## src/rtl/ccp_pkg.sv

```systemverilog
// Package for the CORDIC Cartesian-to-polar block: widths, constants, types and the arctangent table.
package ccp_pkg;

    localparam int COORD_WIDTH = 16;
    localparam int ITERATIONS  = 16;
    localparam int TABLE_LEN   = 24;
    localparam int NUM_ITER    = (ITERATIONS < TABLE_LEN) ? ITERATIONS : TABLE_LEN;
    localparam int GUARD_BITS  = 16;
    localparam int WW          = COORD_WIDTH + GUARD_BITS + 2;  // iteration coordinate width
    localparam int ZW          = 33;                            // Q.29 angle accumulator width
    localparam int ANGLE_W     = 16;
    localparam int TAB_IDX_W   = 5;
    localparam int GAIN_W      = 24;
    localparam int HI_W        = WW - GUARD_BITS;
    localparam int HIP_W       = HI_W + GAIN_W;
    localparam int LOP_W       = GUARD_BITS + GAIN_W;
    localparam int SUM_W       = HIP_W + 1;
    localparam int MAG_FULL_W  = SUM_W + 1 - 24;

    localparam logic signed [ZW-1:0] PI_Q29     = ZW'(64'sd1686629713);
    localparam logic signed [ZW-1:0] TWO_PI_Q29 = ZW'(64'sd3373259426);
    localparam logic [GAIN_W-1:0]    GAIN_Q24   = GAIN_W'(24'd10188014);

    // Coordinates and angle handed from cell to cell
    typedef struct packed {
        logic signed [WW-1:0] x;
        logic signed [WW-1:0] y;
        logic signed [ZW-1:0] z;
        logic                 origin;
    } ccp_vec_t;

    // Gain products and wrapped angle
    typedef struct packed {
        logic [HIP_W-1:0]     hi_prod;
        logic [LOP_W-1:0]     lo_prod;
        logic signed [ZW-1:0] z;
        logic                 origin;
    } ccp_prod_t;

    // atan(2^-i) in Q.29, rounded to nearest
    function automatic logic signed [ZW-1:0] atan_q29(input logic [TAB_IDX_W-1:0] idx);
        logic signed [ZW-1:0] v;
        case (idx)
            5'd0:    v = ZW'(64'sd421657428);
            5'd1:    v = ZW'(64'sd248918915);
            5'd2:    v = ZW'(64'sd131521918);
            5'd3:    v = ZW'(64'sd66762579);
            5'd4:    v = ZW'(64'sd33510843);
            5'd5:    v = ZW'(64'sd16771758);
            5'd6:    v = ZW'(64'sd8387925);
            5'd7:    v = ZW'(64'sd4194219);
            5'd8:    v = ZW'(64'sd2097141);
            5'd9:    v = ZW'(64'sd1048575);
            5'd10:   v = ZW'(64'sd524288);
            5'd11:   v = ZW'(64'sd262144);
            5'd12:   v = ZW'(64'sd131072);
            5'd13:   v = ZW'(64'sd65536);
            5'd14:   v = ZW'(64'sd32768);
            5'd15:   v = ZW'(64'sd16384);
            5'd16:   v = ZW'(64'sd8192);
            5'd17:   v = ZW'(64'sd4096);
            5'd18:   v = ZW'(64'sd2048);
            5'd19:   v = ZW'(64'sd1024);
            5'd20:   v = ZW'(64'sd512);
            5'd21:   v = ZW'(64'sd256);
            5'd22:   v = ZW'(64'sd128);
            5'd23:   v = ZW'(64'sd64);
            default: v = '0;
        endcase
        return v;
    endfunction

endpackage

```

## src/rtl/ccp_prerot.sv

```systemverilog
// Input stage: turn left-half-plane points by 180 degrees and add guard bits.
module ccp_prerot (
    input  logic                                  aclk,
    input  logic                                  aresetn,
    input  logic                                  in_valid,
    output logic                                  in_ready,
    input  logic signed [ccp_pkg::COORD_WIDTH-1:0] x_coord,
    input  logic signed [ccp_pkg::COORD_WIDTH-1:0] y_coord,
    output logic                                  out_valid,
    input  logic                                  out_ready,
    output ccp_pkg::ccp_vec_t                     vec_out
);
    import ccp_pkg::*;

    logic              valid_reg;
    logic              valid_next;
    ccp_vec_t          vec_reg;
    ccp_vec_t          vec_next;
    logic signed [WW-1:0] x_ext;
    logic signed [WW-1:0] y_ext;

    assign in_ready  = !valid_reg || out_ready;
    assign out_valid = valid_reg;
    assign vec_out   = vec_reg;

    // Negate a point with negative x and seed the angle with plus or minus pi
    always_comb begin
        x_ext      = WW'(x_coord);
        y_ext      = WW'(y_coord);
        vec_next.origin = (x_coord == '0) && (y_coord == '0);
        if (x_coord[COORD_WIDTH-1]) begin
            vec_next.x = (-x_ext) <<< GUARD_BITS;
            vec_next.y = (-y_ext) <<< GUARD_BITS;
            vec_next.z = y_coord[COORD_WIDTH-1] ? -PI_Q29 : PI_Q29;
        end else begin
            vec_next.x = x_ext <<< GUARD_BITS;
            vec_next.y = y_ext <<< GUARD_BITS;
            vec_next.z = '0;
        end
        valid_next = in_ready ? in_valid : valid_reg;
    end

    always_ff @(posedge aclk) begin
        if (!aresetn) begin
            valid_reg <= 1'b0;
        end else begin
            valid_reg <= valid_next;
        end
    end

    // Load payload on an accepted request
    always_ff @(posedge aclk) begin
        if (in_valid && in_ready) begin
            vec_reg <= vec_next;
        end
    end

endmodule

```

## config.mk

```make
export PLATFORM = sky130hd
export DESIGN_NAME = ccp_prerot
export DESIGN_NICKNAME = d
export VERILOG_FILES = /design/src/rtl/ccp_pkg.sv /design/src/rtl/ccp_prerot.sv
export SDC_FILE = /design/constraint.sdc
export NUM_CORES = 1
export LEC_CHECK = 0
export BUFFER_PORTS_ARGS = -buffer_cell sky130_fd_sc_hd__buf_2
export CAP_MARGIN = 20
export CORE_ASPECT_RATIO = 2
export CORE_UTILIZATION = 35
export CTS_BUF_LIST = sky130_fd_sc_hd__clkbuf_8
export DETAILED_ROUTE_END_ITERATION = 10
export GPL_TIMING_DRIVEN = 0
export PLACE_DENSITY = 0.72
export SLEW_MARGIN = 20
export SYNTH_ARGS = -nofsm -noshare
export SYNTH_HDL_FRONTEND = slang
export SYNTH_SLANG_ARGS = --single-unit
export TNS_END_PERCENT = 5
```

## constraint.sdc

```tcl
create_clock -name aclk -period 2.4 [get_ports aclk]
set_input_delay 0.24 -clock aclk [delete_from_list [all_inputs] [get_ports aclk]]
set_output_delay 0.24 -clock aclk [all_outputs]
set_load 0.1 [all_outputs]
```

==> results.md <==
* Antenna cells at 0
* Post-synth EDFFs at 40
* Type of the worst min-delay path: input port to flip-flop
* WP data arrival at about 1500 ps
* Ys async rst share at 0
* Worst Hold Margin at ~170 ps
* Final Cell Area at between 3000 and 4000 µm²
* Max-cap violation count at 0
* GR Overflow Total at 0
* Clk buf depth at 2
* Ys flop type: edfxtp_1
* Die X-Extent at approximately 60 µm
* Setup crit start kind: flip-flop
* Actual slew at the worst max-slew pin at ~900 ps
* Worst flop-to-flop path startpoint: out_valid
* Hold Crit Start: y_coord[0]
* Hold-fix buffers, CTS at 0
* Sink Count at slightly above 40
* Pin count of the biggest net entering global routing at just over 40
* Clock Root Buffer: clkbuf_8
* Setup Viol. Count Final at 0
* CP Max Fanout at 17
* Fmax at 567 MHz
* Placer Congestion at 0.802
* Worst-Skew Late Latency at 300 ps
* Num CTS Buffers at 5
* Critical path class: flip-flop to output pin
* Tcrit/Tclk final at 0.735
* Max VDD drop at 0.194 mV
* Reg-to-Reg End: vec_out[92]
* Core Region at roughly 6600 µm²
* Fillers at roughly 640
* Die ar. at roughly 7000 µm²
* Die Height at between 100 and 150 µm
* Leak at ~1.5 nW
* CTS tree: done
* Cell taking the most area after synthesis: edfxtp_1
* Synth cell count leaders: buf_4, edfxtp_1, xnor2_1
* Initial core utilization at 0.362
* Reg2reg path depth at 2
* Status: finished clean
* Hold EP: vec_out[50]
* DRC errors left at 0
* Yosys cell types at 33
* Pre-Repair DR Iteration Count at 4
* Wire per inst at 11.8 µm
* Htree depth at 2
* Synth Register Bits at just over 40
* Hold Path Cell Cnt at 1
* PD cells at between 700 and 800 nW/µm²
* Crit path time final at approximately 1800 ps
* CP Capture Type: output pin
* Area share of the largest cell type after synthesis at 0.502
* First-pass GRT wire length at 7840 µm
* Clock Skew at ~2.5 ps
* Ratio of cells with drive above 1 in the final layout at 0.516
* Post-CTS Resized at 0
* IO Port Bufs at 107
* Final hold violations at 0
* Reg-to-reg setup timing slack at about 880 ps
* Detailed placer's ending HPWL at between 4000 and 5000 µm
* Syn Inst Count at roughly 200
* Layout area overhead at 35.5%
* Final WL at roughly 5200 µm
* Main area contributors after synthesis: edfxtp_1, buf_4, xnor2_1
* Data required, critical path at about 2200 ps
* Nets at between 300 and 400
* Slew Limit Fails at 0
* Post-CTS Setup Bufs at 0
* Most frequent cell after synthesis: buf_4
* Slew headroom at 0.402
* Vias in the first global route at ~1800
* Area after DPL at between 3000 and 4000 µm²
* Vias per inst at around 4.2
* RSZ-0062 raised after global routing: false
* Number of placement rows at between 40 and 50
* Sequential area share after synthesis at 0.510
* Via count at approximately 1900
* Synthesized area per cell at about 12 µm²
* DR iter-0 viols at between 40 and 50
* # placed instances at around 430
* Ports at 140
* Post-Route Setup TNS at 0 ps
* Yosys Warn Count at 0
* Gr usage total at 0.150
* Initial antenna violation count at 0
* Finished Layout Cells at about 440
* Power Total at between 2 and 2.5 mW
* Final ANT Viol Nets at 0
* Synth Cell Area at approximately 2400 µm²
* Clk slew on worst S/H paths at approximately 70 ps
-- where the power goes --
part / internal, mW / switching (mW)
Sequential: 0.856 / 0.0187
Combinational: 0.197 / 0.980
Clock: 0.192 / 0.228
Total: 1.25 / 1.23
-- stage by stage --
stage	setup WS, ps	util
2_1_floorplan	354	-
3_3_place_gp	467	0.479
3_5_place_dp	436	0.479
4_1_cts	599	0.490
5_1_grt	487	0.490
6_report	637	0.490
-- cells in the final DEF (no fill, tap or decap), types with 2 or more instances in the layout --
master    synthesis  layout
o41ai_1           3       3
inv_1             7       8
edfxtp_1         40      40
nor4_1            4       4
o21ai_0           4       4
clkbuf_1          2       2
nor3_1            3       3
o21ai_1           8       8
nand2_1          10      10
xor2_1            2       2
xnor2_1          25      25
buf_4            62      62
nor2_1            3       3
clkbuf_8          0       5
o31ai_1           6       6
ha_1              2       2
conb_1            1      34
nand2b_1          7       6
buf_2             0     107
-- cell families after synthesis --
group                      after synthesis  synth area share
buffers and inverters                   72             0.210
DFF                                     41             0.510
and+or+nand+nor                         37            0.0909
xor gates and xnor gates                27            0.0987
AOI/OAI and AO/OA                       26            0.0784
adders and majority gates                2            0.0104
other                                    1           0.00157
-- worst max path at each step --
stage	depth (start not counted)	endpoint	from	slack [ps]
after floorplan	2	vec_out[0]	out_valid	350
after global placement	5	vec_out[0]	y_coord[9]	470
after detailed placement	5	vec_out[66]	y_coord[9]	440
after CTS	2	vec_out[23]	vec_out[32]	600
after global routing	5	vec_out[0]	y_coord[9]	490
final	2	vec_out[23]	vec_out[32]	640
-- metal layers --
metal,share of wire,GRT usage,vias to the layer above
li1,-,-,915
met1,0.31,0.122,838
met2,0.57,0.282,90
met3,0.078,0.0337,13
met4,0.041,0.109,0
met5,0,0,-
-- final cells by class --
cell class                      instances  area [µm²]  area share
Inverter                                7        26.3     0.00810
Multi-Input combinational cell        126         798       0.246
Timing Repair Buffer                  107         536       0.165
Buffer                                 65         477       0.147
Clock inverter                          2        7.51     0.00231
Sequential cell                        41        1220       0.377
Clock buffer                            5        68.8      0.0212
Tap cell                               88         110      0.0339
-- state kept, by name (all words and copies together) (netlist names) --
| register | cells |
|---|---|
| out_valid | 1 |
| vec_out | 40 |
-- worst max-delay path: stages (launching register included) --
cell	delay, ps
edfxtp_1	630
buf_4	190
buf_2	410
(Power assumes the default switching activity.)
