## src/rtl/ccp_pkg.sv

```systemverilog
// Package for the CORDIC Cartesian-to-polar block: widths, constants, types and the arctangent table.
package ccp_pkg;

    localparam int COORD_WIDTH = 16;
    localparam int ITERATIONS  = 16;
    localparam int TABLE_LEN   = 24;
    localparam int NUM_ITER    = (ITERATIONS < TABLE_LEN) ? ITERATIONS : TABLE_LEN;
    localparam int GUARD_BITS  = 16;
    localparam int WW          = COORD_WIDTH + GUARD_BITS + 2;  // iteration coordinate width
    localparam int ZW          = 33;                            // Q.29 angle accumulator width
    localparam int ANGLE_W     = 16;
    localparam int TAB_IDX_W   = 5;
    localparam int GAIN_W      = 24;
    localparam int HI_W        = WW - GUARD_BITS;
    localparam int HIP_W       = HI_W + GAIN_W;
    localparam int LOP_W       = GUARD_BITS + GAIN_W;
    localparam int SUM_W       = HIP_W + 1;
    localparam int MAG_FULL_W  = SUM_W + 1 - 24;

    localparam logic signed [ZW-1:0] PI_Q29     = ZW'(64'sd1686629713);
    localparam logic signed [ZW-1:0] TWO_PI_Q29 = ZW'(64'sd3373259426);
    localparam logic [GAIN_W-1:0]    GAIN_Q24   = GAIN_W'(24'd10188014);

    // Coordinates and angle handed from cell to cell
    typedef struct packed {
        logic signed [WW-1:0] x;
        logic signed [WW-1:0] y;
        logic signed [ZW-1:0] z;
        logic                 origin;
    } ccp_vec_t;

    // Gain products and wrapped angle
    typedef struct packed {
        logic [HIP_W-1:0]     hi_prod;
        logic [LOP_W-1:0]     lo_prod;
        logic signed [ZW-1:0] z;
        logic                 origin;
    } ccp_prod_t;

    // atan(2^-i) in Q.29, rounded to nearest
    function automatic logic signed [ZW-1:0] atan_q29(input logic [TAB_IDX_W-1:0] idx);
        logic signed [ZW-1:0] v;
        case (idx)
            5'd0:    v = ZW'(64'sd421657428);
            5'd1:    v = ZW'(64'sd248918915);
            5'd2:    v = ZW'(64'sd131521918);
            5'd3:    v = ZW'(64'sd66762579);
            5'd4:    v = ZW'(64'sd33510843);
            5'd5:    v = ZW'(64'sd16771758);
            5'd6:    v = ZW'(64'sd8387925);
            5'd7:    v = ZW'(64'sd4194219);
            5'd8:    v = ZW'(64'sd2097141);
            5'd9:    v = ZW'(64'sd1048575);
            5'd10:   v = ZW'(64'sd524288);
            5'd11:   v = ZW'(64'sd262144);
            5'd12:   v = ZW'(64'sd131072);
            5'd13:   v = ZW'(64'sd65536);
            5'd14:   v = ZW'(64'sd32768);
            5'd15:   v = ZW'(64'sd16384);
            5'd16:   v = ZW'(64'sd8192);
            5'd17:   v = ZW'(64'sd4096);
            5'd18:   v = ZW'(64'sd2048);
            5'd19:   v = ZW'(64'sd1024);
            5'd20:   v = ZW'(64'sd512);
            5'd21:   v = ZW'(64'sd256);
            5'd22:   v = ZW'(64'sd128);
            5'd23:   v = ZW'(64'sd64);
            default: v = '0;
        endcase
        return v;
    endfunction

endpackage

```

## src/rtl/ccp_cell.sv

```systemverilog
// One CORDIC vectoring micro-rotation cell with its own pipeline register.
module ccp_cell (
    input  logic                             aclk,
    input  logic                             aresetn,
    input  logic [ccp_pkg::TAB_IDX_W-1:0]    stage_idx,
    input  logic                             in_valid,
    output logic                             in_ready,
    input  ccp_pkg::ccp_vec_t                vec_in,
    output logic                             out_valid,
    input  logic                             out_ready,
    output ccp_pkg::ccp_vec_t                vec_out
);
    import ccp_pkg::*;

    logic                 valid_reg;
    logic                 valid_next;
    ccp_vec_t             vec_reg;
    ccp_vec_t             vec_next;
    logic signed [WW-1:0] x_in;
    logic signed [WW-1:0] y_in;
    logic signed [WW-1:0] xs;
    logic signed [WW-1:0] ys;
    logic signed [ZW-1:0] step;

    assign in_ready  = !valid_reg || out_ready;
    assign out_valid = valid_reg;
    assign vec_out   = vec_reg;

    // Rotate toward y = 0 by the sign of y
    always_comb begin
        x_in = vec_in.x;
        y_in = vec_in.y;
        xs   = x_in >>> stage_idx;
        ys   = y_in >>> stage_idx;
        step = atan_q29(stage_idx);
        vec_next.origin = vec_in.origin;
        if (y_in[WW-1]) begin
            vec_next.x = x_in - ys;
            vec_next.y = y_in + xs;
            vec_next.z = vec_in.z - step;
        end else begin
            vec_next.x = x_in + ys;
            vec_next.y = y_in - xs;
            vec_next.z = vec_in.z + step;
        end
        valid_next = in_ready ? in_valid : valid_reg;
    end

    always_ff @(posedge aclk) begin
        if (!aresetn) begin
            valid_reg <= 1'b0;
        end else begin
            valid_reg <= valid_next;
        end
    end

    // Advance payload on an accepted request
    always_ff @(posedge aclk) begin
        if (in_valid && in_ready) begin
            vec_reg <= vec_next;
        end
    end

endmodule

```

## config.mk

```make
export PLATFORM = sky130hd
export DESIGN_NAME = ccp_cell
export DESIGN_NICKNAME = d
export VERILOG_FILES = /design/src/rtl/ccp_pkg.sv /design/src/rtl/ccp_cell.sv
export SDC_FILE = /design/constraint.sdc
export NUM_CORES = 1
export LEC_CHECK = 0
export ABC_AREA = 1
export BUFFER_PORTS_ARGS = -buffer_cell sky130_fd_sc_hd__buf_2
export CAP_MARGIN = 20
export CORE_ASPECT_RATIO = 0.75
export CORE_MARGIN = 8
export CORE_UTILIZATION = 61
export DETAILED_ROUTE_END_ITERATION = 7
export PLACE_DENSITY = 0.92
export REMOVE_ABC_BUFFERS = 1
export SLEW_MARGIN = 20
export SYNTH_ARGS = -nofsm -noshare
export SYNTH_HDL_FRONTEND = slang
export SYNTH_SLANG_ARGS = --single-unit
```

## constraint.sdc

```tcl
create_clock -name aclk -period 7.85 [get_ports aclk]
set_input_delay 0.785 -clock aclk [delete_from_list [all_inputs] [get_ports aclk]]
set_output_delay 0.785 -clock aclk [all_outputs]
set_load 0.005 [all_outputs]
```

==> results.yml <==
die:
  rows: 50
  die_h_um: 155
  ios: 215
  die_area_um2: 31000
  start_util: 0.623
  die_x_um: 201
  coreArea_um2: 25000
critical_path:
  startpoint: "stage_idx[3]"
  critPathArrivalTime_ns: 6.35
  cp_max_fo: 23
  endpoint: "vec_out[92]"
  reg2regPathDepth: 3
  crit_required_ns: 7.99
  critPathKind: "input pin to flop"
  crit_path_start_kind: "input pin"
  cp-end-kind: "flop"
  r2r_start: "out_valid"
  r2r_slack_ns: 5.63
  timing.rr.end: "vec_out[63]"
placed_design:
  place_hpwl_um: 46800
  post-place-ws_ns: 1.67
  place_area_um2: 16800
  io_buffers: 214
  gp_congestion: 0.995
  dp_cells: 3048
global_route:
  grt_overflow: 0
  track_usage: 0.348
  antenna_found_initial: 1
  grt_pass1_wl_um: 88400
  grt_start_max_net_pins: 77
  grt_pass1_vias: 16784
yosys:
  synthesis.area_um2: 15600
  avgSynthCellArea_um2: 6.10
  synth_seq_area_share: 0.198
  synth-main-ff-cell: "edfxtp_1"
  ys_ff_latch: 103
  yosys_warnings: 0
  netlist_instances: 2556
  async_flop_share: 0
  synth-edff-count: 102
  ys_types: 52
clock_tree:
  clk_latency_ns: 0.38
  postCtsHoldBufs: 0
  cts_buffer_depth: 2
  cts-buffers-inserted: 9
  post_cts.repair.setup_buffers: 0
  htreeDepth: 3
  clockRootBuffer: "clkbuf_16"
  cts_tree: "yes"
  cts_resized: 0
  cts.sink_count: 103
  clkTransAtPathRegs_ns: 0.09
timing:
  period_share: 0.791
  setup-violations-final: 0
  rsz0062_at_grt: "no"
  fin_skew_ns: 0.00835
  relSlewSlack: 0.347
  worst_slew_pin_slew_ns: 0.971
  fmax_ghz: 0.161
  maxSlewViolCount: 0
  fin_crit_ns: 6.21
  setup_slack_ns: 1.64
  finalSetupTns_ns: 0
  hold_viol_final: 0
finish:
  areaGrowthSynthToFinish_pct: 9.76
  instances_no_fill: 3064
  final_cell_area_um2: 17100
  nets: 2942
  drive_gt1_frac: 0.115
  antenna_cells: 0
worst_hold_path:
  holdPathStages: 2
  hold_path.class: "flop to flop"
power:
  p_total_uw: 3020
  vdd_drop_max_mv: 0.138
  p_leak_uw: 0.00885
  p_per_area_nw_per_um2: 176
drt:
  via_per_inst: 6.10
  num_vias: 18681
  wire_per_inst_um: 18.7
  drc: 0
  first_pass_iters: 7
  drt_first_iter_violations: 2657
  routed_wl_um: 57300
  drtAntennaViolNets: 0
outcome:
  status: "complete, no violations"
run:
  max_cap_viol_count: 0
## metrics by stage
step / util / hold WS (ns)
global placement: 0.671 / 0.526
CTS: 0.684 / 0.584
detailed placement: 0.671 / 0.588
finish: 0.684 / 0.589
global route: 0.684 / 0.597
floorplan: - / 0.523
## critical path: stages
cell	delay, ns
buf_2	0.46
inv_2	0.07
nor2_1	0.74
buf_4	0.31
nand2_1	0.07
nand2_1	0.05
inv_1	0.04
nand2_1	0.15
inv_1	0.07
ha_1	0.21
inv_1	0.09
nand2_1	0.07
xor2_1	0.19
ha_1	0.39
nand2_1	0.07
o21ai_0	0.38
a21oi_1	0.22
o21ai_0	0.66
a21boi_0	0.55
o21ai_0	0.47
a21oi_1	0.14
xnor2_1	0.15
## final cells by class
cell class                      instances  area [µm²]
Sequential cell                       103        3080
Clock buffer                           10         239
Tap cell                              338         423
Clock inverter                          6        86.3
Inverter                              261         980
Timing Repair Buffer                  236        1240
Fill cell                            2291        7900
Multi-Input combinational cell       2110       11100
## flip-flops by register name (all words and copies together), names as in the netlist
name	count
out_valid	1
vec_out	102
## cell usage after synthesis (3+ instances only)
library cell / n / area [µm²]
nor2_4: 4 / 45.0
o21ai_0: 91 / 455
a21oi_1: 125 / 626
o21bai_1: 10 / 75.1
a31oi_1: 20 / 125
o211ai_1: 7 / 52.6
a21boi_0: 10 / 75.1
a21oi_2: 5 / 43.8
fa_1: 3 / 60.1
ha_1: 107 / 1340
o21ai_2: 3 / 26.3
nand2_1: 833 / 3130
buf_1: 7 / 26.3
o21a_1: 5 / 37.5
edfxtp_1: 102 / 3060
nor3_1: 12 / 60.1
xnor2_1: 50 / 438
inv_2: 13 / 48.8
inv_1: 247 / 927
buf_2: 27 / 135
buf_4: 9 / 67.6
a21o_1: 14 / 105
a221oi_1: 5 / 43.8
nand3b_1: 6 / 45.0
clkbuf_1: 26 / 97.6
o21ai_1: 19 / 95.1
nand3_1: 393 / 1970
nand3_2: 3 / 30.0
nand4_1: 28 / 175
o31ai_1: 3 / 22.5
nor2_1: 212 / 796
xor2_1: 94 / 823
nor4_1: 3 / 18.8
nor2_2: 16 / 100
nand2_2: 8 / 50.1
buf_6: 13 / 146
o221ai_1: 4 / 35.0
## cell usage in the layout, fill, tap and decap left out, types with 20 or more instances in the layout
cell type / count
a21oi_1: 124
a31oi_1: 20
buf_2: 214
buf_4: 22
edfxtp_1: 102
ha_1: 107
inv_1: 247
nand2_1: 833
nand3_1: 393
nand4_1: 28
nor2_1: 212
o21ai_0: 91
xnor2_1: 50
xor2_1: 94
## how the worst min path moves through the flow
stage              start    endpoint  slack [ns]
3_5_place_dp   out_valid   out_valid        0.59
4_1_cts        vec_in[0]  vec_out[0]        0.58
3_3_place_gp   out_valid   out_valid        0.53
5_1_grt        vec_in[0]  vec_out[0]        0.60
6_report       out_valid   out_valid        0.59
2_1_floorplan  out_valid   out_valid        0.52
## layer usage
metal | wire length, µm | GRT usage | vias to the layer above
li1 | - | - | 8809
met1 | 23500 | 0.476 | 8410
met2 | 23900 | 0.519 | 1309
met3 | 8090 | 0.104 | 149
met4 | 1640 | 0.109 | 4
met5 | 73 | 0.0146 | -
## cell families after synthesis
family                     count (synthesis)  synth area share
adders and majority gates                110            0.0897
buffers and inverters                    343            0.0931
AOI/OAI and AO/OA                        332             0.123
DFF                                      103             0.198
xor gates and xnor gates                 145            0.0819
and+or+nand+nor                         1523             0.414
## where the power goes
group	internal (µW)	total, µW	switching (µW)
registers	789	819	30.1
logic	582	1680	1100
clock network	266	518	252
Power figures use the tool's default switching activity.
