<file path="src/rtl/ccp_pkg.sv">
// Package for the CORDIC Cartesian-to-polar block: widths, constants, types and the arctangent table.
package ccp_pkg;

    localparam int COORD_WIDTH = 16;
    localparam int ITERATIONS  = 16;
    localparam int TABLE_LEN   = 24;
    localparam int NUM_ITER    = (ITERATIONS < TABLE_LEN) ? ITERATIONS : TABLE_LEN;
    localparam int GUARD_BITS  = 16;
    localparam int WW          = COORD_WIDTH + GUARD_BITS + 2;  // iteration coordinate width
    localparam int ZW          = 33;                            // Q.29 angle accumulator width
    localparam int ANGLE_W     = 16;
    localparam int TAB_IDX_W   = 5;
    localparam int GAIN_W      = 24;
    localparam int HI_W        = WW - GUARD_BITS;
    localparam int HIP_W       = HI_W + GAIN_W;
    localparam int LOP_W       = GUARD_BITS + GAIN_W;
    localparam int SUM_W       = HIP_W + 1;
    localparam int MAG_FULL_W  = SUM_W + 1 - 24;

    localparam logic signed [ZW-1:0] PI_Q29     = ZW'(64'sd1686629713);
    localparam logic signed [ZW-1:0] TWO_PI_Q29 = ZW'(64'sd3373259426);
    localparam logic [GAIN_W-1:0]    GAIN_Q24   = GAIN_W'(24'd10188014);

    // Coordinates and angle handed from cell to cell
    typedef struct packed {
        logic signed [WW-1:0] x;
        logic signed [WW-1:0] y;
        logic signed [ZW-1:0] z;
        logic                 origin;
    } ccp_vec_t;

    // Gain products and wrapped angle
    typedef struct packed {
        logic [HIP_W-1:0]     hi_prod;
        logic [LOP_W-1:0]     lo_prod;
        logic signed [ZW-1:0] z;
        logic                 origin;
    } ccp_prod_t;

    // atan(2^-i) in Q.29, rounded to nearest
    function automatic logic signed [ZW-1:0] atan_q29(input logic [TAB_IDX_W-1:0] idx);
        logic signed [ZW-1:0] v;
        case (idx)
            5'd0:    v = ZW'(64'sd421657428);
            5'd1:    v = ZW'(64'sd248918915);
            5'd2:    v = ZW'(64'sd131521918);
            5'd3:    v = ZW'(64'sd66762579);
            5'd4:    v = ZW'(64'sd33510843);
            5'd5:    v = ZW'(64'sd16771758);
            5'd6:    v = ZW'(64'sd8387925);
            5'd7:    v = ZW'(64'sd4194219);
            5'd8:    v = ZW'(64'sd2097141);
            5'd9:    v = ZW'(64'sd1048575);
            5'd10:   v = ZW'(64'sd524288);
            5'd11:   v = ZW'(64'sd262144);
            5'd12:   v = ZW'(64'sd131072);
            5'd13:   v = ZW'(64'sd65536);
            5'd14:   v = ZW'(64'sd32768);
            5'd15:   v = ZW'(64'sd16384);
            5'd16:   v = ZW'(64'sd8192);
            5'd17:   v = ZW'(64'sd4096);
            5'd18:   v = ZW'(64'sd2048);
            5'd19:   v = ZW'(64'sd1024);
            5'd20:   v = ZW'(64'sd512);
            5'd21:   v = ZW'(64'sd256);
            5'd22:   v = ZW'(64'sd128);
            5'd23:   v = ZW'(64'sd64);
            default: v = '0;
        endcase
        return v;
    endfunction

endpackage

</file>
<file path="src/rtl/ccp_out.sv">
// Output register: round and saturate the magnitude, round the angle to Q3.13.
module ccp_out (
    input  logic                                  aclk,
    input  logic                                  aresetn,
    input  logic                                  in_valid,
    output logic                                  in_ready,
    input  ccp_pkg::ccp_prod_t                    prod_in,
    output logic                                  out_valid,
    input  logic                                  out_ready,
    output logic [ccp_pkg::COORD_WIDTH-1:0]       magnitude,
    output logic signed [ccp_pkg::ANGLE_W-1:0]    angle
);
    import ccp_pkg::*;

    localparam logic [MAG_FULL_W-1:0] MAG_MAX = MAG_FULL_W'({COORD_WIDTH{1'b1}});

    logic                     valid_reg;
    logic                     valid_next;
    logic [COORD_WIDTH-1:0]   mag_reg;
    logic [COORD_WIDTH-1:0]   mag_next;
    logic signed [ANGLE_W-1:0] ang_reg;
    logic signed [ANGLE_W-1:0] ang_next;
    logic [LOP_W:0]           lo_rnd;
    logic [SUM_W-1:0]         sum;
    logic [SUM_W:0]           sum_rnd;
    logic [MAG_FULL_W-1:0]    mag_full;
    logic signed [ZW-1:0]     z_in;
    logic [ZW-1:0]            z_abs;
    logic [ZW-1:0]            a_abs;

    assign in_ready  = !valid_reg || out_ready;
    assign out_valid = valid_reg;
    assign magnitude = mag_reg;
    assign angle     = ang_reg;

    always_comb begin
        // Combine the gain products, round half up, saturate
        lo_rnd   = (LOP_W+1)'(prod_in.lo_prod) + (LOP_W+1)'(1 << (GUARD_BITS - 1));
        sum      = SUM_W'(prod_in.hi_prod) + SUM_W'(lo_rnd >> GUARD_BITS);
        sum_rnd  = (SUM_W+1)'(sum) + (SUM_W+1)'(1 << 23);
        mag_full = MAG_FULL_W'(sum_rnd >> 24);
        if (mag_full > MAG_MAX) begin
            mag_next = {COORD_WIDTH{1'b1}};
        end else begin
            mag_next = COORD_WIDTH'(mag_full);
        end
        // Round the angle to Q3.13 with halves away from zero
        z_in  = prod_in.z;
        z_abs = z_in[ZW-1] ? ZW'(-z_in) : ZW'(z_in);
        a_abs = (z_abs + ZW'(1 << 15)) >> 16;
        ang_next = z_in[ZW-1] ? -ANGLE_W'(a_abs) : ANGLE_W'(a_abs);
        // Origin reports zero length and zero angle
        if (prod_in.origin) begin
            mag_next = '0;
            ang_next = '0;
        end
        valid_next = in_ready ? in_valid : valid_reg;
    end

    always_ff @(posedge aclk) begin
        if (!aresetn) begin
            valid_reg <= 1'b0;
        end else begin
            valid_reg <= valid_next;
        end
    end

    // Hold the result until taken
    always_ff @(posedge aclk) begin
        if (in_valid && in_ready) begin
            mag_reg <= mag_next;
            ang_reg <= ang_next;
        end
    end

endmodule

</file>
<file path="config.mk">
export PLATFORM = sky130hd
export DESIGN_NAME = ccp_out
export DESIGN_NICKNAME = d
export VERILOG_FILES = /design/src/rtl/ccp_pkg.sv /design/src/rtl/ccp_out.sv
export SDC_FILE = /design/constraint.sdc
export NUM_CORES = 1
export LEC_CHECK = 0
export ABC_AREA = 1
export BUFFER_PORTS_ARGS = -buffer_cell sky130_fd_sc_hd__buf_4
export CORE_UTILIZATION = 50
export CTS_CLUSTER_DIAMETER = 100
export DETAILED_ROUTE_END_ITERATION = 8
export PLACE_DENSITY = 0.83
export SLEW_MARGIN = 30
export SYNTH_ARGS = -nofsm -noshare
export SYNTH_HDL_FRONTEND = slang
export SYNTH_SLANG_ARGS = --single-unit
</file>
<file path="constraint.sdc">
create_clock -name aclk -period 5.15 [get_ports aclk]
set_input_delay 0.7725 -clock aclk [delete_from_list [all_inputs] [get_ports aclk]]
set_output_delay 0.7725 -clock aclk [all_outputs]
set_load 0.01 [all_outputs]
</file>
==> results.md, run 1 <==
* Post-synthesis mux area share at 0
* Syn Nets at 950
* Antenna cells at 0
* Unique masters post-synth at 45
* Ys Warns at 0
* Clock sink count at 33
* Residual DRC at 0
* CTS Buffer Depth at 2
* WP data arrival at 4.66 ns
* GRT overflow at 0
* Synth Register Bits at 33
* P_leak at 3.074 nW
* Worst-Margin Slew at 0.5832 ns
* Minimum clock period after layout at 4.644 ns
* Top cell type's share of synthesized area at 0.1877
* First-pass GRT wire length at 19,400 µm
* Slew margin rel. at 0.6103
* WL final at 11,980 µm
* First-pass iteration count of the detailed router at 5
* Period Utilization, post-route at 0.9018
* Site row count at 36
* Vias in the first global route at 4,683
* # fillers at 901
* Post-synthesis compound-gate area fraction at 0.1127
* Die width at 103.2 µm
* Initial core utilization at 0.5189
* Most common cell after layout, fill and taps aside: nand2_1
* Pwr Density at 148.8 nW/µm²
* DR vias/cell at 5.126
* Core ar. at 9864 µm²
* Most frequent CP cell: nand2_1
* Total negative slack at 0 ns
* I/O Pins at 154
* Final Slew Violations at 0
* Achievable Freq at 215.3 MHz
* XOR/XNOR share of the synthesized area at 0.06307
* WP data required at 5.17 ns
* RSZ-0062 raised after global routing: no
* PortBufs at 138
* Hold crit path type: reg2reg
* CTS Hold Bufs at 0
* Skew final at 0.005773 ns
* Clock-pin slew on the worst setup and hold paths at 0.07 ns
* Vias at 5,408
* Post-Place Worst Slack at 0.08149 ns
* Final worst slack at 0.5058 ns
* Worst path slowest cell: ha_1
* Status: finished clean
* Max-cap viol count at 0
* Global Route Usage Sum at 0.2251
* Ratio of cells with drive above 1 in the final layout at 0.2440
* Die Y at 103.2 µm
* Clk Latency, worst-skew pair at 0.29 ns
* Largest family of logic cells by synthesized area: simple AND/OR/NAND/NOR gates
* Type of the worst setup path: in2reg
* Dpl hpwl at 10,170 µm
* Initial antenna violation count at 0
* CP peak stage delay at 0.31 ns
* Fin nets at 1,093
* Share of the yosys chip area belonging to registers at 0.1916
* TritonCTS Buffers at 5
* VDD IR max at 0.0001292 V
* Placer Congestion at 0.9415
* Setup violators final at 0
* H-tree depth at 2
* CTS tree: yes
* Avg Cell Area, Syn at 6.579 µm²
* Fin util at 0.6537
* DIE AREA at 10,650 µm²
* Post-Syn Instances at 778
* Clock root cell: clkbuf_8
* Max FO, Critical Path at 16
* WL per Instance at 11.35 µm
* Ranking of synthesized cells by area: edfxtp_1, nand2_1, ha_1
* Cell area after synthesis at 5119 µm²
* Design area at 6449 µm²
* Post-synthesis simple-gate area fraction at 0.4358
* Area leader, netlist: edfxtp_1
* Placed cell area at 6314 µm²
* Area Growth Syn to Fin at 25.98%
* Post-route ant nets at 0
* Post-synthesis adder-cell area fraction at 0.1271
* Largest net degree at the start of global routing at 49
* Most frequent cells in the layout: nand2_1, buf_4, nor2_1, inv_1, nand3_1
* Final hold violations at 0
* Startpoint types: input port
* Endpoint type of the worst setup path: flip-flop
* DRT iter0 DRCs at 201
[flip-flops by register name (all words and copies together), names as in the netlist]
| name | flops |
|---|---|
| angle | 16 |
| out_valid | 1 |
| magnitude | 16 |
[layout make-up]
cell class	instances	area, µm²	area share
clock buffers	5	68.82	0.01067
clock inverters	3	17.52	0.002716
inverters	80	300.3	0.04657
multi-input cells	656	3806	0.5902
flip-flops and latches	33	980.9	0.1521
well taps	133	166.4	0.02581
repair buffers	145	1109	0.1719
[synthesized netlist by cell type (all sizes together)]
library cell	count
a21bo	1
a21boi	1
a21o	6
a21oi	53
a311oi	1
a31o	1
a31oi	4
and3	1
buf	7
clkbuf	2
clkinv	2
dfxtp	1
edfxtp	32
ha	52
inv	78
nand2	225
nand3	69
nand3b	4
nand4	22
nor2	118
nor3	18
nor3b	1
nor4	7
o211ai	1
o21a	4
o21ai	25
o21bai	2
o22ai	1
o31ai	1
or4	2
xnor2	15
xor2	21
[where the power goes]
part | leakage, nW | total [mW] | switching [mW] | internal, mW
Sequential | 0.324 | 0.326 | 0.00608 | 0.320
Combinational | 2.71 | 0.448 | 0.254 | 0.194
Clock | 0.0439 | 0.186 | 0.0925 | 0.0930
Total | 3.07 | 0.960 | 0.352 | 0.607
[routing by layer]
layer / up-vias / share of wire / wire [µm] / track usage
met4: 0 / 0.011 / 131 / 0.05092
met1: 2349 / 0.47 / 5668 / 0.3041
li1: 2898 / - / - / -
met5: - / 0 / 0 / 0
met2: 147 / 0.47 / 5586 / 0.3867
met3: 14 / 0.049 / 590 / 0.02487
[cell families after synthesis]
logic type	Yosys count
adders and majority gates	52
buffers and inverters	89
and+or+nand+nor	467
DFF	33
xor gates and xnor gates	36
AOI/OAI and AO/OA	101
[path summary, 6_finish.rpt]
kind,end,start,slack (ns),cells after the start
max,magnitude[15],prod_in[51],0.51,29
min,out_valid,out_valid,0.55,2
max reg2reg,magnitude[0],out_valid,3.78,2
min reg2reg,out_valid,out_valid,0.55,2
[critical path: cells and delay by family]
family          cells  cell delay, ns
compound gates      1            0.13
xor+xnor            1            0.14
fa+ha+maj           2            0.58
buf+inv             3            0.22
simple gates       22            2.82
[per-stage QoR]
| stage | hold slack, ns | total power [mW] | instances |
|---|---|---|---|
| finish | 0.5520 | 0.9597 | 1055 |
| global route | 0.6063 | 1.031 | 1055 |
| CTS | 0.5586 | 0.9596 | 1053 |
| detailed placement | 0.5489 | 0.7747 | 1045 |
| global placement | 0.5444 | 0.7668 | 1045 |
| floorplan | 0.5953 | 0.6104 | 778 |
[repair_timing]
item	in CTS	in global routing
buffers inserted	0	1
endpoints found under the setup margin	0	16
resized for setup	0	3
Power figures use the tool's default switching activity.
==> run 2: changes to the inputs <==
- CORE_MARGIN: default -> 4
==> run 2 against run 1 <==
Count of clock-buffer cells in the layout up 1. Register-to-register slack improved by 0.08 ns. Die area rose by 12%. Hold slack better by 0.0068 ns. Maximum frequency increased by 0.28%. Power shrank 0.69%. Global-route usage is 1.4 points lower. Critical path depth rose by 1. Routed wire length is 5.5% higher. Clock skew decreased by 0.0039 ns. Cell count is the same. Sequential share of layout area about the same. Largest cell class unchanged.
==> results.md, run 2 (synthesized netlist as in run 1, its figures left out) <==
* Status: finished clean (unchanged)
* Clock root cell: clkbuf_8 (unchanged)
* DRT iter0 DRCs at 240 (was 201)
* Clk Latency, worst-skew pair at 0.28 ns (was 0.29 ns)
* WP data required at 5.17 ns (about the same)
* Most common cell after layout, fill and taps aside: nand2_1 (unchanged)
* Clock sink count at 33 (unchanged)
* Antenna cells at 0 (unchanged)
* Final Slew Violations at 0 (unchanged)
* Initial core utilization at 0.5189 (unchanged)
* Residual DRC at 0 (unchanged)
* WL final at 12,630 µm (was 11,980 µm)
* Worst-Margin Slew at 0.4900 ns (was 0.5832 ns)
* Flop2flop setup slack at 3.86 ns (was 3.78 ns)
* VDD IR max at 0.00008160 V (was 0.0001292 V)
* P_leak at 3.078 nW (was 3.074 nW)
* Dpl hpwl at 10,830 µm (was 10,170 µm)
* Most frequent cells in the layout: nand2_1, buf_4, nor2_1, inv_1, nand3_1 (unchanged)
* Final hold violations at 0 (unchanged)
* Placer Congestion at 0.9412 (was 0.9415)
* CTS Buffer Depth at 2 (unchanged)
* Die Y at 109.2 µm (was 103.2 µm)
* Worst path slowest cell: ha_1 (unchanged)
* PortBufs at 138 (unchanged)
* I/O Pins at 154 (unchanged)
* Setup violators final at 0 (unchanged)
* Die width at 109.2 µm (was 103.2 µm)
* WL per Instance at 11.97 µm (was 11.35 µm)
* Achievable Freq at 215.9 MHz (was 215.3 MHz)
* Slew margin rel. at 0.6734 (was 0.6103)
* DIE AREA at 11,920 µm² (was 10,650 µm²)
* Power, Total at 953.1 µW (was 959.7 µW)
* Skew final at 0.001909 ns (was 0.005773 ns)
* First-pass iteration count of the detailed router at 5 (unchanged)
* Hold crit path type: reg2reg (unchanged)
* Initial antenna violation count at 0 (unchanged)
* Site row count at 36 (unchanged)
* Pwr Density at 147.6 nW/µm² (was 148.8 nW/µm²)
* Min Hold Slack at 0.5588 ns (was 0.5520 ns)
* Largest net degree at the start of global routing at 49 (unchanged)
* Minimum clock period after layout at 4.631 ns (was 4.644 ns)
* Max-cap viol count at 0 (unchanged)
* Period Utilization, post-route at 0.8993 (was 0.9018)
* Post-Place Worst Slack at -0.008759 ns (was 0.08149 ns)
* CTS tree: yes (unchanged)
* RSZ-0062 raised after global routing: no (unchanged)
* Total negative slack at 0 ns (unchanged)
* Final worst slack at 0.5188 ns (was 0.5058 ns)
* WP data arrival at 4.65 ns (was 4.66 ns)
* Fin nets at 1,093 (unchanged)
* CP peak stage delay at 0.31 ns (about the same)
* Vias in the first global route at 4,914 (was 4,683)
* # fillers at 956 (was 901)
* CTS Hold Bufs at 0 (unchanged)
* DR vias/cell at 5.162 (was 5.126)
* Area Growth Syn to Fin at 26.13% (was 25.98%)
* First-pass GRT wire length at 21,000 µm (was 19,400 µm)
* GRT overflow at 0 (unchanged)
* Startpoint types: input port (unchanged)
* Ratio of cells with drive above 1 in the final layout at 0.2440 (unchanged)
* Global Route Usage Sum at 0.2106 (was 0.2251)
* Endpoint type of the worst setup path: flip-flop (unchanged)
* WP buf/inv at 4 (was 3)
* Type of the worst setup path: in2reg (unchanged)
* TritonCTS Buffers at 5 (unchanged)
* Core ar. at 9864 µm² (unchanged)
* Crit-path leading delay family: simple AND/OR/NAND/NOR gates (unchanged)
* Post-route ant nets at 0 (unchanged)
* Vias at 5,446 (was 5,408)
* H-tree depth at 2 (unchanged)
* Clock-pin slew on the worst setup and hold paths at 0.06 ns (was 0.07 ns)
* Most frequent CP cell: nand2_1 (unchanged)
* Max FO, Critical Path at 16 (unchanged)
-- run 2: cell types whose count changed in the layout (fill, tap and decap cells not counted), sizes merged --
| cell | previous run | this run |
|---|---|---|
| clkinvlp | 1 | 0 |
| clkbuf | 5 | 6 |
-- run 2: timing repair --
action                                  in CTS  in global routing
setup buffers                                0                  2
endpoints found under the setup margin       0                 16
resized for setup                            0                  4
-- run 2: layout make-up --
class                   instances  area (µm²)  share of cell area
clock buffers                   6       72.57             0.01124
well taps                     133       166.4             0.02578
clock inverters                 2       10.01            0.001550
inverters                      80       300.3             0.04651
multi-input cells             656        3805              0.5893
repair buffers                145        1121              0.1736
flip-flops and latches         33       980.9              0.1519
-- run 2: tightest hold or removal path, cell delays in order (launching register included) --
cell	delay (ns)
dfxtp_1	0.34
nand2_1	0.10
a21boi_0	0.07
-- run 2: power breakdown --
part	leakage, nW	switching [mW]	internal [mW]	total (mW)
Sequential	0.324	0.00735	0.320	0.328
Clock	0.0450	0.0829	0.0933	0.176
Combinational	2.71	0.254	0.195	0.449
-- run 2: layer usage --
| metal | routed length (µm) | global-route usage | up-vias |
|---|---|---|---|
| li1 | - | - | 2905 |
| met1 | 5669 | 0.2870 | 2385 |
| met2 | 6110 | 0.3689 | 150 |
| met3 | 784 | 0.01835 | 6 |
| met4 | 65 | 0.03384 | 0 |
| met5 | 0 | 0 | - |
-- run 2: final timing paths --
check | depth (start not counted) | endpoint | startpoint
hold reg to reg | 2 | out_valid | out_valid
hold / removal | 2 | out_valid | out_valid
setup reg to reg | 2 | angle[3] | out_valid
setup / recovery | 30 | magnitude[5] | prod_in[51]
-- run 2: stage by stage --
stage | cells | area [µm²] | utilization
detailed placement | 1044 | 6306 | 0.6393
CTS | 1052 | 6389 | 0.6476
global route | 1055 | 6456 | 0.6545
global placement | 1044 | 6306 | 0.6393
finish | 1055 | 6456 | 0.6545
floorplan | 778 | 5119 | -
