[src/rtl/ccp_pkg.sv]
// Package for the CORDIC Cartesian-to-polar block: widths, constants, types and the arctangent table.
package ccp_pkg;

    localparam int COORD_WIDTH = 16;
    localparam int ITERATIONS  = 16;
    localparam int TABLE_LEN   = 24;
    localparam int NUM_ITER    = (ITERATIONS < TABLE_LEN) ? ITERATIONS : TABLE_LEN;
    localparam int GUARD_BITS  = 16;
    localparam int WW          = COORD_WIDTH + GUARD_BITS + 2;  // iteration coordinate width
    localparam int ZW          = 33;                            // Q.29 angle accumulator width
    localparam int ANGLE_W     = 16;
    localparam int TAB_IDX_W   = 5;
    localparam int GAIN_W      = 24;
    localparam int HI_W        = WW - GUARD_BITS;
    localparam int HIP_W       = HI_W + GAIN_W;
    localparam int LOP_W       = GUARD_BITS + GAIN_W;
    localparam int SUM_W       = HIP_W + 1;
    localparam int MAG_FULL_W  = SUM_W + 1 - 24;

    localparam logic signed [ZW-1:0] PI_Q29     = ZW'(64'sd1686629713);
    localparam logic signed [ZW-1:0] TWO_PI_Q29 = ZW'(64'sd3373259426);
    localparam logic [GAIN_W-1:0]    GAIN_Q24   = GAIN_W'(24'd10188014);

    // Coordinates and angle handed from cell to cell
    typedef struct packed {
        logic signed [WW-1:0] x;
        logic signed [WW-1:0] y;
        logic signed [ZW-1:0] z;
        logic                 origin;
    } ccp_vec_t;

    // Gain products and wrapped angle
    typedef struct packed {
        logic [HIP_W-1:0]     hi_prod;
        logic [LOP_W-1:0]     lo_prod;
        logic signed [ZW-1:0] z;
        logic                 origin;
    } ccp_prod_t;

    // atan(2^-i) in Q.29, rounded to nearest
    function automatic logic signed [ZW-1:0] atan_q29(input logic [TAB_IDX_W-1:0] idx);
        logic signed [ZW-1:0] v;
        case (idx)
            5'd0:    v = ZW'(64'sd421657428);
            5'd1:    v = ZW'(64'sd248918915);
            5'd2:    v = ZW'(64'sd131521918);
            5'd3:    v = ZW'(64'sd66762579);
            5'd4:    v = ZW'(64'sd33510843);
            5'd5:    v = ZW'(64'sd16771758);
            5'd6:    v = ZW'(64'sd8387925);
            5'd7:    v = ZW'(64'sd4194219);
            5'd8:    v = ZW'(64'sd2097141);
            5'd9:    v = ZW'(64'sd1048575);
            5'd10:   v = ZW'(64'sd524288);
            5'd11:   v = ZW'(64'sd262144);
            5'd12:   v = ZW'(64'sd131072);
            5'd13:   v = ZW'(64'sd65536);
            5'd14:   v = ZW'(64'sd32768);
            5'd15:   v = ZW'(64'sd16384);
            5'd16:   v = ZW'(64'sd8192);
            5'd17:   v = ZW'(64'sd4096);
            5'd18:   v = ZW'(64'sd2048);
            5'd19:   v = ZW'(64'sd1024);
            5'd20:   v = ZW'(64'sd512);
            5'd21:   v = ZW'(64'sd256);
            5'd22:   v = ZW'(64'sd128);
            5'd23:   v = ZW'(64'sd64);
            default: v = '0;
        endcase
        return v;
    endfunction

endpackage

[src/rtl/ccp_post.sv]
// Post stage: wrap the angle into -pi..pi and form the gain products of x.
module ccp_post (
    input  logic                 aclk,
    input  logic                 aresetn,
    input  logic                 in_valid,
    output logic                 in_ready,
    input  ccp_pkg::ccp_vec_t    vec_in,
    output logic                 out_valid,
    input  logic                 out_ready,
    output ccp_pkg::ccp_prod_t   prod_out
);
    import ccp_pkg::*;

    logic                 valid_reg;
    logic                 valid_next;
    ccp_prod_t            prod_reg;
    ccp_prod_t            prod_next;
    logic signed [ZW-1:0] z_in;
    logic [HI_W-1:0]      x_hi;
    logic [GUARD_BITS-1:0] x_lo;

    assign in_ready  = !valid_reg || out_ready;
    assign out_valid = valid_reg;
    assign prod_out  = prod_reg;

    // Wrap angle and multiply both halves of x by the gain
    always_comb begin
        z_in = vec_in.z;
        x_hi = vec_in.x[WW-1:GUARD_BITS];
        x_lo = vec_in.x[GUARD_BITS-1:0];
        if (z_in > PI_Q29) begin
            prod_next.z = z_in - TWO_PI_Q29;
        end else if (z_in < -PI_Q29) begin
            prod_next.z = z_in + TWO_PI_Q29;
        end else begin
            prod_next.z = z_in;
        end
        prod_next.hi_prod = HIP_W'(x_hi) * HIP_W'(GAIN_Q24);
        prod_next.lo_prod = LOP_W'(x_lo) * LOP_W'(GAIN_Q24);
        prod_next.origin  = vec_in.origin;
        valid_next = in_ready ? in_valid : valid_reg;
    end

    always_ff @(posedge aclk) begin
        if (!aresetn) begin
            valid_reg <= 1'b0;
        end else begin
            valid_reg <= valid_next;
        end
    end

    always_ff @(posedge aclk) begin
        if (in_valid && in_ready) begin
            prod_reg <= prod_next;
        end
    end

endmodule

[config.mk]
export PLATFORM = sky130hd
export DESIGN_NAME = ccp_post
export DESIGN_NICKNAME = d
export VERILOG_FILES = /design/src/rtl/ccp_pkg.sv /design/src/rtl/ccp_post.sv
export SDC_FILE = /design/constraint.sdc
export NUM_CORES = 1
export LEC_CHECK = 0
export ABC_AREA = 1
export BUFFER_PORTS_ARGS = -buffer_cell sky130_fd_sc_hd__buf_2
export CAP_MARGIN = 0
export CORE_MARGIN = 2
export CORE_UTILIZATION = 30
export DETAILED_ROUTE_END_ITERATION = 8
export GPL_TIMING_DRIVEN = 0
export PLACE_DENSITY = 0.45
export SLEW_MARGIN = 20
export SYNTH_ARGS = -nofsm -noshare
export SYNTH_HDL_FRONTEND = slang
export SYNTH_SLANG_ARGS = --single-unit
[constraint.sdc]
create_clock -name aclk -period 15.4 [get_ports aclk]
set_clock_uncertainty 0.15 [all_clocks]
set_input_delay 1.54 -clock aclk [delete_from_list [all_inputs] [get_ports aclk]]
set_output_delay 1.54 -clock aclk [all_outputs]
set_load 0.1 [all_outputs]
==> results of run 1 <==
==> cells in the final DEF (no fill, tap or decap), types with 12 or more instances in the layout <==
cell type                     n
sky130_fd_sc_hd__edfxtp_1   114
sky130_fd_sc_hd__nor3_1      28
sky130_fd_sc_hd__o21ai_0     64
sky130_fd_sc_hd__fa_1       329
sky130_fd_sc_hd__ha_1       287
sky130_fd_sc_hd__buf_2      201
sky130_fd_sc_hd__nand2_1    645
sky130_fd_sc_hd__nor2_1     239
sky130_fd_sc_hd__xor2_1      63
sky130_fd_sc_hd__nand4_1     12
sky130_fd_sc_hd__inv_1      703
sky130_fd_sc_hd__nand3_1    128
sky130_fd_sc_hd__a21oi_1    113
sky130_fd_sc_hd__clkbuf_16   17
==> per-layer routing <==
metal | vias to the layer above | routed length [um]
li1 | 9156 | -
met1 | 8997 | 36000
met2 | 479 | 33900
met3 | 60 | 3960
met4 | 2 | 1360
met5 | - | 18
==> tightest hold or removal path, delay by kind of cell, from the launching register on <==
kind	cells	cell delay, ns
flip-flops	1	0.34
AND/OR/NAND/NOR	1	0.09
AO/OA/AOI/OAI	1	0.07
==> final timing paths <==
check	start	cells after the start	end	slack [ns]
min	out_valid	2	out_valid	0.40
min reg2reg	out_valid	2	out_valid	0.40
max	vec_in[78]	17	prod_out[59]	8.28
max reg2reg	out_valid	6	prod_out[39]	13.30
==> final cells by class <==
cell class,count,area (um2)
plain buffers,39,221
clock buffers,18,429
repair buffers,177,1010
multi-input cells,2003,16500
inverters,714,2680
well taps,978,1220
flip-flops and latches,115,3440
clock inverters,12,164
fillers,8220,49900
==> per-stage QoR <==
stage	hold WS, ns	instances	area [um2]	worst slack [ns]	util
5_1_grt	0.419	4056	25600	8.08	0.339
3_3_place_gp	0.366	4020	24900	3.49	0.329
4_1_cts	0.399	4056	25600	8.39	0.339
3_5_place_dp	0.390	4026	25000	7.93	0.331
6_report	0.396	4056	25600	8.28	0.339
2_1_floorplan	1.49	2871	22800	7.55	-
==> cell families after synthesis <==
kind of cell | share of synthesized area
and+or+nand+nor | 0.191
buffers and inverters | 0.127
adders and majority gates | 0.446
AOI/OAI and AO/OA | 0.0564
DFF | 0.151
xor gates and xnor gates | 0.0280
other | 0.000165
==> sequential cells by signal (all words and copies together) (netlist names) <==
| signal | flops |
|---|---|
| prod_out | 114 |
| out_valid | 1 |
==> reports/results.md, run 1 <==
* **run status** finished, final reports clean
* **Worst Path Class, Setup** input pin to flop
* **maximum level of the CTS H-tree** 4
* **cts hold-fix bufs** 0
* **cell count after synthesis** 2870
* **final worst path period share** 0.463
* **core area** 75600 um2
* **CP max stage cell** sky130_fd_sc_hd__fa_1
* **Required @ worst endpoint** 15.45 ns
* **drt initial violations** 1264
* **number of synthesized register bits** 115
* **top-area cell type share of the netlist area** 0.289
* **count of warnings emitted by yosys** 0
* **total inserted antenna cells** 0
* **Worst Tran Pin Value** 0.845 ns
* **sort of element at the end of the critical path** flop
* **met3 Track Usage GR** 0.0336
* **HPWL Detailed** 66.1 mm
* **M2 GR Usage** 0.320
* **NumNets Final** 3789
* **Slew Viols, Final** 0
* **PostCTS Resize Cnt** 0
* **total wire length after detailed routing** 75.2 mm
* **total track usage** 0.200
* **Area growth, synth to finish** 12.5%
* **most area-consuming cells after synthesis** sky130_fd_sc_hd__fa_1 29%, sky130_fd_sc_hd__ha_1 16%, sky130_fd_sc_hd__edfxtp_1 15%, sky130_fd_sc_hd__inv_1 12%, sky130_fd_sc_hd__nand2_1 11%
* **Max-cap violations** 0
* **syn_area_per_cell** 7.94 um2
* **FMAX** 140 MHz
* **total DRC errors in the routed layout** 0
* **number of buffers inserted by post-CTS setup repair** 0
* **Via density** 4.61
* **leading area contributor after synthesis** sky130_fd_sc_hd__fa_1
* **Die X** 280 um
* **min cycle time layout** 7.12 ns
* **clock edge transition at the registers on the reported setup and hold paths** 0.06 ns
* **part of the Yosys area used for sequential elements** 0.151
* **Post-synth top flop** sky130_fd_sc_hd__edfxtp_1
* **cell types with the highest counts after synthesis** 703 x sky130_fd_sc_hd__inv_1, 645 x sky130_fd_sc_hd__nand2_1, 329 x sky130_fd_sc_hd__fa_1
* **global route total overflow** 0
* **Starting Density** 0.302
* **netlist area before placement** 22800 um2
* **gate family responsible for the most delay along the worst path** adder cells
* **row cnt** 101
* **iteration count of the initial detailed-routing pass** 6
* **total clock buffers created by CTS** 17
* **number of antenna violations at the first check in global routing** 1
* **cell repeated most along the worst path** sky130_fd_sc_hd__fa_1
* **Slew headroom** 0.430
* **buffer levels on the longest clock path** 2
* **remaining number of nets flagged by the antenna check after routing** 0
* **setup TNS after final layout** 0 ns
* **Clock Sink Count** 115
* **routed len/inst** 18.5 um
* **top-level I/O count** 224
* **count of buffer and inverter cells on the critical path** 3
* **global-route wire length before repair** 117 mm
* **share of final-layout standard cells stronger than drive strength 1** 0.0864
* **die area** 78200 um2
* **largest net degree at the start of global routing** 24
* **library cells used by synthesis** 39
* **master cell of the clock root buffer** sky130_fd_sc_hd__clkbuf_16
* **latest clock arrival within the worst-skew pair** 0.45 ns
* **weighted congestion at the end of routability-driven global placement** 0.920
* **number of synthesized flops with an enable pin** 114
* **critical path peak fanout** 5
* **ordered list of cells on the worst path** buf_2 -> ha_1 -> fa_1 -> inv_1 -> fa_1 -> fa_1 -> fa_1 -> fa_1 -> inv_1 -> ha_1 -> nand2_1 -> nor2_1 -> nand2_1 -> o21ai_0 -> nand2_1 -> nand2_1 -> xor2_1
* **critical path startpoint category** input pin
* **Most Used Layer, Global Route** met2
* **via count of the first global-routing pass** 19500
* **library cell with the highest instance count after synthesis** sky130_fd_sc_hd__inv_1
* **Die Y** 280 um
* **Final Setup Violations** 0
* **worst endpoint data arrival time** 7.17 ns
* **GR Util met1** 0.282
* **highest cell delay on the worst timing path** 0.66 ns
* **CTS tree** built
* **path type of the worst min-delay path** flop to flop
* **endpoints failing hold** 0
* **async set or reset register ratio after synthesis** 0
* **overall via count from detail_route** 18700
* **unrepaired setup endpoints after global routing** no
* **count of buffers inserted at the top-level ports** 171
Power of run 1 is left out: the tool's default activity adds up to more than one toggle a clock period on the data nets, which glitch-free logic cannot reach.
==> run 2, diff against run 1 <==
--- a/config.mk
+++ b/config.mk
@@ -12,7 +12,7 @@
 export CORE_UTILIZATION = 30
 export DETAILED_ROUTE_END_ITERATION = 8
 export GPL_TIMING_DRIVEN = 0
-export PLACE_DENSITY = 0.45
+export PLACE_DENSITY = 0.47
 export SLEW_MARGIN = 20
 export SYNTH_ARGS = -nofsm -noshare
 export SYNTH_HDL_FRONTEND = slang
==> constraint.sdc (replaced) <==
create_clock -name aclk -period 6 [get_ports aclk]
set_clock_uncertainty 0.15 [all_clocks]
set_input_delay 0.6 -clock aclk [delete_from_list [all_inputs] [get_ports aclk]]
set_output_delay 0.6 -clock aclk [all_outputs]
set_load 0.1 [all_outputs]
==> run 2 against run 1 <==
Against the previous run:
- cell count barely moved
- die area did not move
- utilization rose by 0.066 points
- setup slack got worse by 8.1 ns
- sequential share of layout area barely moved
- wire length fell by 0.96%
- cell area rose by 0.20%
- first-iteration DRC count rose by 1.8%
- count of clock-buffer cells in the layout fell by 1
- global-route usage fell by 0.31 points
- critical path depth rose by 3
- flip-flop and latch count did not move
- critical path type unchanged
- critical endpoint is now prod_out[67]
==> reports/results.md, run 2 (same netlist as run 1, synthesis figures left out) <==
* **Slew headroom** 0.469, was 0.430
* **NumNets Final** 3789, unchanged
* **Via density** 4.61, about the same
* **Layout Utilization** 0.340, was 0.339
* **global-route wire length before repair** 115 mm, was 117 mm
* **CP max stage cell** sky130_fd_sc_hd__fa_1, unchanged
* **Post-Place Cells** 4026, unchanged
* **Clock Sink Count** 115, unchanged
* **top-level I/O count** 224, unchanged
* **commonest non-fill, non-tap cell in the layout** sky130_fd_sc_hd__inv_1, unchanged
* **sort of element at the end of the critical path** flop, unchanged
* **maximum level of the CTS H-tree** 4, unchanged
* **clock edge transition at the registers on the reported setup and hold paths** 0.06 ns, about the same
* **highest cell delay on the worst timing path** 0.59 ns, was 0.66 ns
* **Final Setup Violations** 0, unchanged
* **buffer levels on the longest clock path** 2, unchanged
* **routed len/inst** 18.3 um, was 18.5 um
* **gate family responsible for the most delay along the worst path** adder cells, unchanged
* **highest signal layer in the routed design** met4, was met5
* **cts hold-fix bufs** 0, unchanged
* **count of buffer and inverter cells on the critical path** 5, was 3
* **setup TNS after final layout** 0 ns, unchanged
* **endpoints failing hold** 0, unchanged
* **master cell of the clock root buffer** sky130_fd_sc_hd__clkbuf_16, unchanged
* **unrepaired setup endpoints after global routing** no, unchanged
* **Worst Tran Pin Value** 0.788 ns, was 0.845 ns
* **core area** 75600 um2, unchanged
* **Die Y** 280 um, unchanged
* **total wire length after detailed routing** 74.5 mm, was 75.2 mm
* **number of buffers inserted by post-CTS setup repair** 0, unchanged
* **count of filler cells inserted in the layout** 8157, was 8220
* **final worst path period share** 0.964
* **number of antenna violations at the first check in global routing** 0, was 1
* **top library cells by usage in the layout, fill and taps aside** 702 x sky130_fd_sc_hd__inv_1, 645 x sky130_fd_sc_hd__nand2_1, 328 x sky130_fd_sc_hd__fa_1, was 703 x sky130_fd_sc_hd__inv_1, 645 x sky130_fd_sc_hd__nand2_1, 329 x sky130_fd_sc_hd__fa_1
* **HPWL Detailed** 65.0 mm, was 66.1 mm
* **count of placed standard cells in the final layout, fillers left out** 4058, was 4056
* **weighted congestion at the end of routability-driven global placement** 0.943, was 0.920
* **run status** finished, final reports clean, unchanged
* **remaining number of nets flagged by the antenna check after routing** 0, unchanged
* **cell repeated most along the worst path** sky130_fd_sc_hd__fa_1, unchanged
* **die area** 78200 um2, unchanged
* **Worst Path Class, Setup** input pin to flop, unchanged
* **FMAX** 173 MHz
* **Max-cap violations** 0, unchanged
* **overall via count from detail_route** 18700, about the same
* **worst endpoint data arrival time** 5.81 ns, was 7.17 ns
* **Largest register FFs** 114, unchanged
* **global route total overflow** 0, unchanged
* **Slew Viols, Final** 0, unchanged
* **drt initial violations** 1287, was 1264
* **total DRC errors in the routed layout** 0, unchanged
* **critical path startpoint category** input pin, unchanged
* **worst hold-check slack** 0.167 ns, was 0.396 ns
* **total track usage** 0.197, was 0.200
* **share of final-layout standard cells stronger than drive strength 1** 0.0961, was 0.0864
* **path type of the worst min-delay path** input pin to flop, was flop to flop
* **total inserted antenna cells** 0, unchanged
* **CTS tree** built, unchanged
* **latest clock arrival within the worst-skew pair** 0.45 ns, about the same
* **count of buffers inserted at the top-level ports** 171, unchanged
* **min cycle time layout** 5.79 ns
* **largest net degree at the start of global routing** 24, unchanged
* **met2 layer wire length in the routed design** 33.3 mm, was 33.9 mm
* **Required @ worst endpoint** 6.03 ns, was 15.45 ns
* **critical path peak fanout** 6, was 5
* **Starting Density** 0.302, unchanged
* **row cnt** 101, unchanged
* **Post-Route M1 WL** 35.2 mm, was 36.0 mm
* **Area growth, synth to finish** 12.7%, was 12.5%
* **Routed met3 length** 4.24 mm, was 3.96 mm
* **total clock buffers created by CTS** 17, unchanged
* **iteration count of the initial detailed-routing pass** 5, was 6
* **Die X** 280 um, unchanged
* **ordered list of cells on the worst path** buf_2 -> fa_1 -> fa_1 -> inv_1 -> fa_1 -> inv_1 -> fa_1 -> fa_1 -> inv_1 -> fa_1 -> inv_1 -> ha_1 -> a21oi_1 -> o21ai_1 -> a21oi_1 -> nor2_1 -> nor3_2 -> nand2_1 -> nand2_1 -> nand2_1, was buf_2 -> ha_1 -> fa_1 -> inv_1 -> fa_1 -> fa_1 -> fa_1 -> fa_1 -> inv_1 -> ha_1 -> nand2_1 -> nor2_1 -> nand2_1 -> o21ai_0 -> nand2_1 -> nand2_1 -> xor2_1
* **via count of the first global-routing pass** 19400, was 19500
run 2: cell count changes in the layout (fill, tap and decap cells not counted), sizes merged:
cell,change
buf,-4
bufinv,-4
clkbuf,+3
clkinv,-1
clkinvlp,+1
inv,+7
run 2: worst register-to-register path, stage by stage, from the launching register on:
cell	delay [ns]
sky130_fd_sc_hd__dfxtp_1	0.34
sky130_fd_sc_hd__a21oi_4	0.48
sky130_fd_sc_hd__buf_16	0.24
sky130_fd_sc_hd__buf_16	0.19
sky130_fd_sc_hd__buf_16	0.20
run 2: final timing paths:
check	start	to	slack, ns	cells past startpoint
max	vec_in[81]	prod_out[67]	0.21	20
min	vec_in[0]	prod_out[0]	0.17	1
max reg2reg	out_valid	prod_out[86]	4.09	4
min reg2reg	out_valid	out_valid	0.41	2
run 2: routing by layer:
layer  GRT usage  vias up
met4      0.0550        0
met3      0.0349       74
li1            -     9171
met5           0        -
met1       0.277     8978
met2       0.310      492
run 2: metrics by stage:
step	setup slack (ns)	instance area, um2
2_1_floorplan	0.509	22800
3_3_place_gp	-0.977	24900
3_5_place_dp	-0.530	25000
4_1_cts	0.0145	25600
5_1_grt	0.00340	25700
6_report	0.214	25700
run 2: cell type report:
type                            count  area [um2]  share of cell area
Clock inverter                     15         124             0.00482
Multi-Input combinational cell   2003       16600               0.644
Buffer                             39         221             0.00862
Inverter                          714        2680               0.104
Timing Repair Buffer              177        1020              0.0396
Tap cell                          978        1220              0.0476
Clock buffer                       17         425              0.0166
Sequential cell                   115        3440               0.134
run 2: timing repair:
item | in CTS | in global routing
pin swaps | 0 | 1
setup endpoints to repair | 1 | 22
resized for setup | 1 | 36
Power of run 2 is left out for the same reason.
